===== config.mk =====
export PLATFORM = sky130hd
export DESIGN_NAME = strb_ctrl
export DESIGN_NICKNAME = d
export VERILOG_FILES = /design/src/hw/rtl/strb_pkg.sv /design/src/hw/rtl/strb_ctrl.sv
export SDC_FILE = /design/constraint.sdc
export NUM_CORES = 1
export LEC_CHECK = 0
export BUFFER_PORTS_ARGS = -buffer_cell sky130_fd_sc_hd__buf_4
export CORE_ASPECT_RATIO = 0.9
export CORE_MARGIN = 2
export CORE_UTILIZATION = 31
export DETAILED_ROUTE_END_ITERATION = 10
export PLACE_DENSITY = 0.78
export SYNTH_ARGS = -nofsm -noshare
export SYNTH_HDL_FRONTEND = slang
export SYNTH_SLANG_ARGS = --single-unit

===== constraint.sdc =====
create_clock -name clk -period 1.8 [get_ports clk]
set_input_delay 0.09 -clock clk [delete_from_list [all_inputs] [get_ports clk]]
set_output_delay 0.09 -clock clk [all_outputs]
set_load 0.03 [all_outputs]

===== src/hw/rtl/strb_pkg.sv =====
// Shared types, tables and functions of the Streebog hash engine.
// Holds the S-box, the linear map rows, the round constants and the LPS transform.
// Depends on nothing.
`timescale 1ns / 1ps
package strb_pkg;

  localparam int Rounds = 12;

  typedef struct packed {
    logic [63:0] data_word;
    logic        end_of_block;
    logic        final_block;
    logic [8:0]  tail_bits;
  } in_t;

  typedef struct packed {
    logic [63:0] digest_word;
    logic        digest_last;
  } out_t;

  typedef enum logic [1:0] {
    SEL_BLOCK = 2'd0,
    SEL_COUNT = 2'd1,
    SEL_SUM   = 2'd2
  } sel_t;

  typedef struct packed {
    logic       load_word;
    logic       init;
    logic       round;
    logic       fold;
    logic       update;
    logic       restart;
    sel_t       sel;
    logic [3:0] rnd;
    logic [2:0] oidx;
  } cmd_t;

  localparam logic [511:0] IV_256 = {64{8'h01}};

  localparam logic [7:0] SBOX [256] = '{
    252, 238, 221, 17, 207, 110, 49, 22, 251, 196, 250, 218, 35, 197, 4, 77,
    233, 119, 240, 219, 147, 46, 153, 186, 23, 54, 241, 187, 20, 205, 95, 193,
    249, 24, 101, 90, 226, 92, 239, 33, 129, 28, 60, 66, 139, 1, 142, 79,
    5, 132, 2, 174, 227, 106, 143, 160, 6, 11, 237, 152, 127, 212, 211, 31,
    235, 52, 44, 81, 234, 200, 72, 171, 242, 42, 104, 162, 253, 58, 206, 204,
    181, 112, 14, 86, 8, 12, 118, 18, 191, 114, 19, 71, 156, 183, 93, 135,
    21, 161, 150, 41, 16, 123, 154, 199, 243, 145, 120, 111, 157, 158, 178, 177,
    50, 117, 25, 61, 255, 53, 138, 126, 109, 84, 198, 128, 195, 189, 13, 87,
    223, 245, 36, 169, 62, 168, 67, 201, 215, 121, 214, 246, 124, 34, 185, 3,
    224, 15, 236, 222, 122, 148, 176, 188, 220, 232, 40, 80, 78, 51, 10, 74,
    167, 151, 96, 115, 30, 0, 98, 68, 26, 184, 56, 130, 100, 159, 38, 65,
    173, 69, 70, 146, 39, 94, 85, 47, 140, 163, 165, 125, 105, 213, 149, 59,
    7, 88, 179, 64, 134, 172, 29, 247, 48, 55, 107, 228, 136, 217, 231, 137,
    225, 27, 131, 73, 76, 63, 248, 254, 141, 83, 170, 144, 202, 216, 133, 97,
    32, 113, 103, 164, 45, 43, 9, 91, 203, 155, 37, 208, 190, 229, 108, 82,
    89, 166, 116, 210, 230, 244, 180, 192, 209, 102, 175, 194, 57, 75, 99, 182
  };

  localparam logic [63:0] LIN [64] = '{
    64'h8e20faa72ba0b470, 64'h47107ddd9b505a38, 64'had08b0e0c3282d1c, 64'hd8045870ef14980e,
    64'h6c022c38f90a4c07, 64'h3601161cf205268d, 64'h1b8e0b0e798c13c8, 64'h83478b07b2468764,
    64'ha011d380818e8f40, 64'h5086e740ce47c920, 64'h2843fd2067adea10, 64'h14aff010bdd87508,
    64'h0ad97808d06cb404, 64'h05e23c0468365a02, 64'h8c711e02341b2d01, 64'h46b60f011a83988e,
    64'h90dab52a387ae76f, 64'h486dd4151c3dfdb9, 64'h24b86a840e90f0d2, 64'h125c354207487869,
    64'h092e94218d243cba, 64'h8a174a9ec8121e5d, 64'h4585254f64090fa0, 64'haccc9ca9328a8950,
    64'h9d4df05d5f661451, 64'hc0a878a0a1330aa6, 64'h60543c50de970553, 64'h302a1e286fc58ca7,
    64'h18150f14b9ec46dd, 64'h0c84890ad27623e0, 64'h0642ca05693b9f70, 64'h0321658cba93c138,
    64'h86275df09ce8aaa8, 64'h439da0784e745554, 64'hafc0503c273aa42a, 64'hd960281e9d1d5215,
    64'he230140fc0802984, 64'h71180a8960409a42, 64'hb60c05ca30204d21, 64'h5b068c651810a89e,
    64'h456c34887a3805b9, 64'hac361a443d1c8cd2, 64'h561b0d22900e4669, 64'h2b838811480723ba,
    64'h9bcf4486248d9f5d, 64'hc3e9224312c8c1a0, 64'heffa11af0964ee50, 64'hf97d86d98a327728,
    64'he4fa2054a80b329c, 64'h727d102a548b194e, 64'h39b008152acb8227, 64'h9258048415eb419d,
    64'h492c024284fbaec0, 64'haa16012142f35760, 64'h550b8e9e21f7a530, 64'ha48b474f9ef5dc18,
    64'h70a6a56e2440598e, 64'h3853dc371220a247, 64'h1ca76e95091051ad, 64'h0edd37c48a08a6d8,
    64'h07e095624504536c, 64'h8d70c431ac02a736, 64'hc83862965601dd1b, 64'h641c314b2b8ee083
  };

  // Round constants with the most significant word first.
  function automatic logic [511:0] round_const(input logic [3:0] r);
    logic [511:0] c;
    case (r)
      4'd0: c = {64'hb1085bda1ecadae9, 64'hebcb2f81c0657c1f, 64'h2f6a76432e45d016,
                 64'h714eb88d7585c4fc, 64'h4b7ce09192676901, 64'ha2422a08a460d315,
                 64'h05767436cc744d23, 64'hdd806559f2a64507};
      4'd1: c = {64'h6fa3b58aa99d2f1a, 64'h4fe39d460f70b5d7, 64'hf3feea720a232b98,
                 64'h61d55e0f16b50131, 64'h9ab5176b12d69958, 64'h5cb561c2db0aa7ca,
                 64'h55dda21bd7cbcd56, 64'he679047021b19bb7};
      4'd2: c = {64'hf574dcac2bce2fc7, 64'h0a39fc286a3d8435, 64'h06f15e5f529c1f8b,
                 64'hf2ea7514b1297b7b, 64'hd3e20fe490359eb1, 64'hc1c93a376062db09,
                 64'hc2b6f443867adb31, 64'h991e96f50aba0ab2};
      4'd3: c = {64'hef1fdfb3e81566d2, 64'hf948e1a05d71e4dd, 64'h488e857e335c3c7d,
                 64'h9d721cad685e353f, 64'ha9d72c82ed03d675, 64'hd8b71333935203be,
                 64'h3453eaa193e837f1, 64'h220cbebc84e3d12e};
      4'd4: c = {64'h4bea6bacad474799, 64'h9a3f410c6ca92363, 64'h7f151c1f1686104a,
                 64'h359e35d7800fffbd, 64'hbfcd1747253af5a3, 64'hdfff00b723271a16,
                 64'h7a56a27ea9ea63f5, 64'h601758fd7c6cfe57};
      4'd5: c = {64'hae4faeae1d3ad3d9, 64'h6fa4c33b7a3039c0, 64'h2d66c4f95142a46c,
                 64'h187f9ab49af08ec6, 64'hcffaa6b71c9ab7b4, 64'h0af21f66c2bec6b6,
                 64'hbf71c57236904f35, 64'hfa68407a46647d6e};
      4'd6: c = {64'hf4c70e16eeaac5ec, 64'h51ac86febf240954, 64'h399ec6c7e6bf87c9,
                 64'hd3473e33197a93c9, 64'h0992abc52d822c37, 64'h06476983284a0504,
                 64'h3517454ca23c4af3, 64'h8886564d3a14d493};
      4'd7: c = {64'h9b1f5b424d93c9a7, 64'h03e7aa020c6e4141, 64'h4eb7f8719c36de1e,
                 64'h89b4443b4ddbc49a, 64'hf4892bcb929b0690, 64'h69d18d2bd1a5c42f,
                 64'h36acc2355951a8d9, 64'ha47f0dd4bf02e71e};
      4'd8: c = {64'h378f5a541631229b, 64'h944c9ad8ec165fde, 64'h3a7d3a1b25894224,
                 64'h3cd955b7e00d0984, 64'h800a440bdbb2ceb1, 64'h7b2b8a9aa6079c54,
                 64'h0e38dc92cb1f2a60, 64'h7261445183235adb};
      4'd9: c = {64'habbedea680056f52, 64'h382ae548b2e4f3f3, 64'h8941e71cff8a78db,
                 64'h1fffe18a1b336103, 64'h9fe76702af69334b, 64'h7a1e6c303b7652f4,
                 64'h3698fad1153bb6c3, 64'h74b4c7fb98459ced};
      4'd10: c = {64'h7bcd9ed0efc889fb, 64'h3002c6cd635afe94, 64'hd8fa6bbbebab0761,
                  64'h2001802114846679, 64'h8a1d71efea48b9ca, 64'hefbacd1d7d476e98,
                  64'hdea2594ac06fd85d, 64'h6bcaa4cd81f32d1b};
      4'd11: c = {64'h378ee767f11631ba, 64'hd21380b00449b17a, 64'hcda43c32bcdf1d77,
                  64'hf82012d430219f9b, 64'h5d80ef9d1891cc86, 64'he71da4aa88e12852,
                  64'hfaf417d5d9b21b99, 64'h48bc924af11bd720};
      default: c = '0;
    endcase
    return c;
  endfunction

  // Substitution, byte transposition and linear map; word 0 is most significant.
  function automatic logic [511:0] lps(input logic [511:0] x);
    logic [511:0] t;
    logic [511:0] y;
    logic [63:0]  v;
    for (int i = 0; i < 8; i++) begin
      for (int k = 0; k < 8; k++) begin
        t[511 - 64 * i - 8 * k -: 8] = SBOX[x[511 - 64 * k - 8 * i -: 8]];
      end
    end
    for (int i = 0; i < 8; i++) begin
      v = '0;
      for (int b = 0; b < 64; b++) begin
        if (t[511 - 64 * i - b]) begin
          v = v ^ LIN[b];
        end
      end
      y[511 - 64 * i -: 64] = v;
    end
    return y;
  endfunction

endpackage


===== src/hw/rtl/strb_ctrl.sv =====
// Controller of the Streebog hash engine: sequences word loading, the three
// compressions of a final block and digest output. Depends on strb_pkg.
`timescale 1ns / 1ps
module strb_ctrl
  import strb_pkg::*;
(
  input  logic clk,
  input  logic rst,
  input  logic cfg_write,
  input  logic in_valid,
  output logic in_stall,
  input  in_t  in_data,
  output logic out_valid,
  input  logic out_stall,
  input  logic out_last,
  output cmd_t cmd
);

  typedef enum logic [2:0] {
    S_IDLE,
    S_INIT,
    S_ROUND,
    S_FOLD,
    S_UPDATE,
    S_OUT
  } state_t;

  state_t     state;
  sel_t       sel;
  logic [3:0] rnd;
  logic [2:0] oidx;
  logic       fin;

  assign in_stall  = (state != S_IDLE);
  assign out_valid = (state == S_OUT);

  always_comb begin
    cmd.load_word = (state == S_IDLE) && in_valid;
    cmd.init      = (state == S_INIT);
    cmd.round     = (state == S_ROUND);
    cmd.fold      = (state == S_FOLD);
    cmd.update    = (state == S_UPDATE);
    cmd.restart   = (state == S_OUT) && !out_stall && out_last;
    cmd.sel       = sel;
    cmd.rnd       = rnd;
    cmd.oidx      = oidx;
  end

  always_ff @(posedge clk) begin
    if (rst || cfg_write) begin
      state <= S_IDLE;
      sel   <= SEL_BLOCK;
      rnd   <= '0;
      oidx  <= '0;
      fin   <= 1'b0;
    end else begin
      case (state)
        S_IDLE: begin
          if (in_valid && in_data.end_of_block) begin
            fin   <= in_data.final_block;
            sel   <= SEL_BLOCK;
            state <= S_INIT;
          end
        end
        S_INIT: begin
          rnd   <= '0;
          state <= S_ROUND;
        end
        S_ROUND: begin
          if (rnd == 4'(Rounds - 1)) begin
            state <= S_FOLD;
          end else begin
            rnd <= rnd + 4'd1;
          end
        end
        S_FOLD: begin
          case (sel)
            SEL_BLOCK: state <= S_UPDATE;
            SEL_COUNT: begin
              sel   <= SEL_SUM;
              state <= S_INIT;
            end
            default: begin
              oidx  <= '0;
              state <= S_OUT;
            end
          endcase
        end
        S_UPDATE: begin
          if (fin) begin
            sel   <= SEL_COUNT;
            state <= S_INIT;
          end else begin
            state <= S_IDLE;
          end
        end
        S_OUT: begin
          if (!out_stall) begin
            if (out_last) begin
              state <= S_IDLE;
            end else begin
              oidx <= oidx + 3'd1;
            end
          end
        end
        default: state <= S_IDLE;
      endcase
    end
  end

endmodule


Word-level counts from Yosys, hierarchy flattened --
Cells that the tools add are included.
Storage, ports and cells: bits of input ports 81, logic and storage cells 58, flip-flop bits (word level) 13, output and inout port bits 17
Operators by class: mux-type cells 17, equality and inequality tests 16, $add $sub $neg 2, reduce and logical (&&, ||, !) cells 18
Operators by type and width (count):
- 2-to-1 mux 3 bit | 7
- case mux 3 bit (6 select lines) | 1
- case mux 3 bit (2 select lines) | 2
- AND reduction 4 bit | 3
- inequality test 2 x 1 -> 1 bit, second input constant | 5
- inequality test 2 bit, second input constant | 4
- case mux 4 bit (2 select lines) | 1
- equality test 3 x 2 -> 1 bit, second input constant | 2
- equality test 3 bit, second input constant | 2
- 2-to-1 mux 2 bit | 3
- case mux 2 bit (3 select lines) | 1
- nonzero test 3 bit | 2
- adder 4 x 1 -> 4 bit, second input constant | 1
- equality test 4 bit, second input constant | 1
- logical AND 1 bit | 4
- 2-to-1 mux 4 bit | 1
- AND reduction 2 bit | 2
- nonzero test 2 bit | 2
- adder 3 x 1 -> 3 bit, second input constant | 1
- equality test 3 x 1 -> 1 bit, second input constant | 1
- zero test 3 bit | 1
- equality test 2 x 1 -> 1 bit, second input constant | 1
- zero test 2 bit | 1
- OR reduction 2 bit | 1
- other kinds (3) | 3

Depth between registers and ports, before layout --
depth in word-level cells 4, mapped depth 5, depth with buffers taken out 5

Least setup slack after synthesis --
No wires, ideal clock.
kind register to output, start register state[2], end output cmd[9] (netlist bit), cell stages (with the launch flop) 4, path slack -0.064 ns, required time 1.710 ns, path buffers 1, data arrival time 1.774 ns, path through dfxtp_1 > clkbuf_1 > inv_2 > nor4_1
RTL lines:
- from (decl) | RTL line strb_ctrl.sv:28 | state_t state;
- from (signal assigned) | RTL line strb_ctrl.sv:51 | state <= S_IDLE;
- from (signal assigned) | RTL line strb_ctrl.sv:62 | state <= S_INIT;
- from (signal assigned) | RTL line strb_ctrl.sv:67 | state <= S_ROUND;
- to (decl) | RTL line strb_ctrl.sv:16 | output cmd_t cmd

==> metrics.csv <==
stage,metric,value,unit
run_status,run status,finished clean,
power_and_ir_drop,Net Sw Frac,25.8,%
timing,fmax,605,MHz
synth,syn avg cell area,7.98,sq um
layout,area of the multi-input gates,485,sq um
layout,# diodes,0,
layout,register area,262,sq um
timing,Tcrit/Tclk final,91.9,%
timing,Slew Limit Fails,0,
drt,total number of vias,800,
drt,Routed Antenna Nets,0,
setup_path,Startpoint Class,flip-flop,
setup_path,crit path max fanout,9,
power_and_ir_drop,Seq pwr share,53.6,%
layout,"Design Area, Final",1040,sq um
timing,# setup viols final,0,
placement,dpl cells,150,
clock_network,Post-CTS Hold Fix Bufs,0,
setup_path,CP arrival,1560,ps
drt,wire length per cell,12.6,um
placement,Post-DP HPWL,1.49,mm
placement,placed cell area,1020,sq um
min_path,class of the worst hold path,in2reg,
timing,setup repair after global routing missed its margin,false,
setup_path,worst r2r path cells,4,
floorplanning,boundary pin count,98,
global_route,initial antenna violation count,0,
floorplanning,Die Y,51.4,um
flow_run,max_cap viols,0,
floorplanning,die width,56.7,um
power_and_ir_drop,clock share of power,33.4,%
synth,"area leader, netlist",dfxtp_1,
synth,Mapped Nets,180,
setup_path,critical path type,reg2out,
synth,"Seq/Total Area, Yosys",33.6,%
floorplanning,Rows,17,
clock_network,clk slew on worst S/H paths,80,ps
synth,Synth Warn #,0,
timing,Min Hold Slack,46.4,ps
timing,Worst Tran Pin Value,321,ps
setup_path,CP endpoint kind,output port,
floorplanning,core area,2400,sq um
power_and_ir_drop,internal cell power,408,uW
min_path,hold depth,3,
layout,fin cells,154,
synth,Netlist cell types,36,
drt,Total Wirelength,1.94,mm
clock_network,CTS buffer count,3,
drt,drt drc,0,
layout,Layout Nets,210,
placement,PortBufs,24,
global_route,largest net degree at the start of global routing,14,
placement,routability cong.,0.781,
clock_network,H-tree depth,1,
synth,register bit total from synthesis,13,
floorplanning,Starting Density,32.2,%
synth,synthesized cell area,774,sq um
synth,Mapped Cells,97,
power_and_ir_drop,worst vdd ir,287,uV
drt,TritonRoute pass-1 iters,4,
floorplanning,Die ar.,2910,sq um
clock_network,Root Driver,clkbuf_4,
clock_network,buffer count from post-CTS setup fixing,0,
layout,layout cells sized above 1,30.2,%
timing,Post-Route Skew,2.61,ps
power_and_ir_drop,Comb power frac,13.0,%
clock_network,CTS tree,yes,
timing,Slew headroom,78.5,%
power_and_ir_drop,Leak,0.441,nW
timing,Tmin final,1650,ps
clock_network,worst skew pair latency,270,ps
clock_network,Max Buffers Root-to-Sink,2,
global_route,grt total ovfl,0,
timing,setup tns final,0,ps
setup_path,WP data required,1710,ps
power_and_ir_drop,Net Sw Power,142,uW
power_and_ir_drop,pwr/cell area,526,nW/um^2
timing,"Hold Vio Cnt, Final",0,
layout,Fill cells,244,
global_route,first-pass GRT wire length,3.15,mm
synth,post-synth top area share,33.6,%
drt,DR iter-0 viols,11,
drt,Vias/cell,5.19,
synth,synth top area cells,"dfxtp_1 (34%), a21oi_1 (5.2%), nor2_1 (4.4%)",
global_route,global-route usage over all layers,14.1,%
global_route,vias in the first global route,751,
clock_network,# clock sinks,13,
layout,Layout area overhead,34.9,%
[stage by stage]
stage	worst slack, ps	total power [mW]	util, %
6_report	146	0.550	43.5
5_1_grt	23.1	0.575	43.5
4_1_cts	136	0.557	43.4
3_5_place_dp	243	0.373	42.3
3_3_place_gp	270	0.371	42.3
2_1_floorplan	207	0.340	-
[per-layer routing]
metal / GRT usage [%] / routed length, um / part of all wire [%] / vias to the layer above
li1: - / - / - / 408
met1: 17.4 / 939 / 48 / 373
met2: 24.4 / 915 / 47 / 17
met3: 1.52 / 64 / 3.3 / 2
met4: 7.14 / 25 / 1.3 / 0
met5: 0 / 0 / 0 / -
[flip-flops by register name, indices dropped and copies added, names as in the netlist]
register	cells
oidx	3
state	3
sel	2
rnd	4
fin	1
[logic make-up after synthesis]
| family | count (synthesis) | synth area share (%) |
|---|---|---|
| simple gates | 40 | 31.0 |
| buf+inv | 9 | 4.52 |
| flops | 13 | 33.6 |
| fa+ha+maj | 2 | 3.23 |
| xor+xnor | 2 | 2.26 |
| compound gates | 30 | 24.1 |
| mux | 1 | 1.29 |
[power by group through the flow]
stage                     Clock, mW  Combinational, mW  Sequential, mW
after floorplan                   0             0.0406           0.299
after detailed placement          0             0.0716           0.301
final                         0.183             0.0714           0.295
after CTS                     0.190             0.0719           0.295
after global routing          0.202             0.0774           0.296
after global placement            0             0.0701           0.301
[worst max-delay path, stage by stage, from the launching register on]
cell and delay (ps):
dfxtp_1 410, buf_4 210, nor3_1 240, buf_4 170
and2_1 120, buf_4 150
[layout make-up]
type | instances | share of cell area, %
clock buffers | 4 | 2.51
inverters | 5 | 1.80
multi-input cells | 75 | 46.5
flip-flops and latches | 13 | 25.0
well taps | 28 | 3.35
repair buffers | 29 | 20.8
[repair_timing]
| action | 4_1_cts | 5_1_grt |
|---|---|---|
| setup endpoints to repair | 0 | 2 |
| endpoints found under the hold margin | 0 | 0 |
| resized for setup | 0 | 1 |
[layout by cell type, fill, tap and decap left out, types with 2 or more instances in the layout]
cell type / Yosys / layout
a21oi_1: 8 / 8
nor3_1: 3 / 3
nand3b_1: 2 / 2
o21ai_0: 4 / 4
nand2b_1: 2 / 2
inv_1: 4 / 4
ha_1: 2 / 2
buf_4: 0 / 29
nor2_1: 9 / 9
nand2_1: 7 / 7
or3b_1: 2 / 2
and2_1: 2 / 2
clkbuf_4: 0 / 3
o21ai_1: 6 / 6
o211ai_1: 3 / 3
a211o_1: 2 / 2
and3b_1: 3 / 3
nand3_1: 4 / 4
dfxtp_1: 13 / 12
[path summary, 6_finish.rpt]
| kind | startpoint | end | slack, ps |
|---|---|---|---|
| setup / recovery | state[1] | cmd[14] | 150 |
| hold / removal | in_data[9] | fin | 50 |
| setup reg to reg | state[2] | oidx[2] | 270 |
| hold reg to reg | oidx[1] | oidx[1] | 480 |
[synth_stat cells, drive strengths merged]
cell type  count
nor4b          1
nor4           1
o31ai          1
a22oi          1
and2           2
xnor2          1
a21bo          1
clkbuf         3
ha             2
inv            5
and3b          3
or2            1
a211o          2
nor3b          1
buf            1
nand4          1
nand2          7
a31oi          1
a21oi          8
nor2b          1
xor2           1
a2bb2oi        1
o21a           1
nand3          4
or3b           2
o2111ai        1
nor3           3
o211ai         3
nand3b         2
nand2b         2
dfxtp         13
mux2i          1
o21ai         10
nor2           9
(Power assumes the default switching activity.)
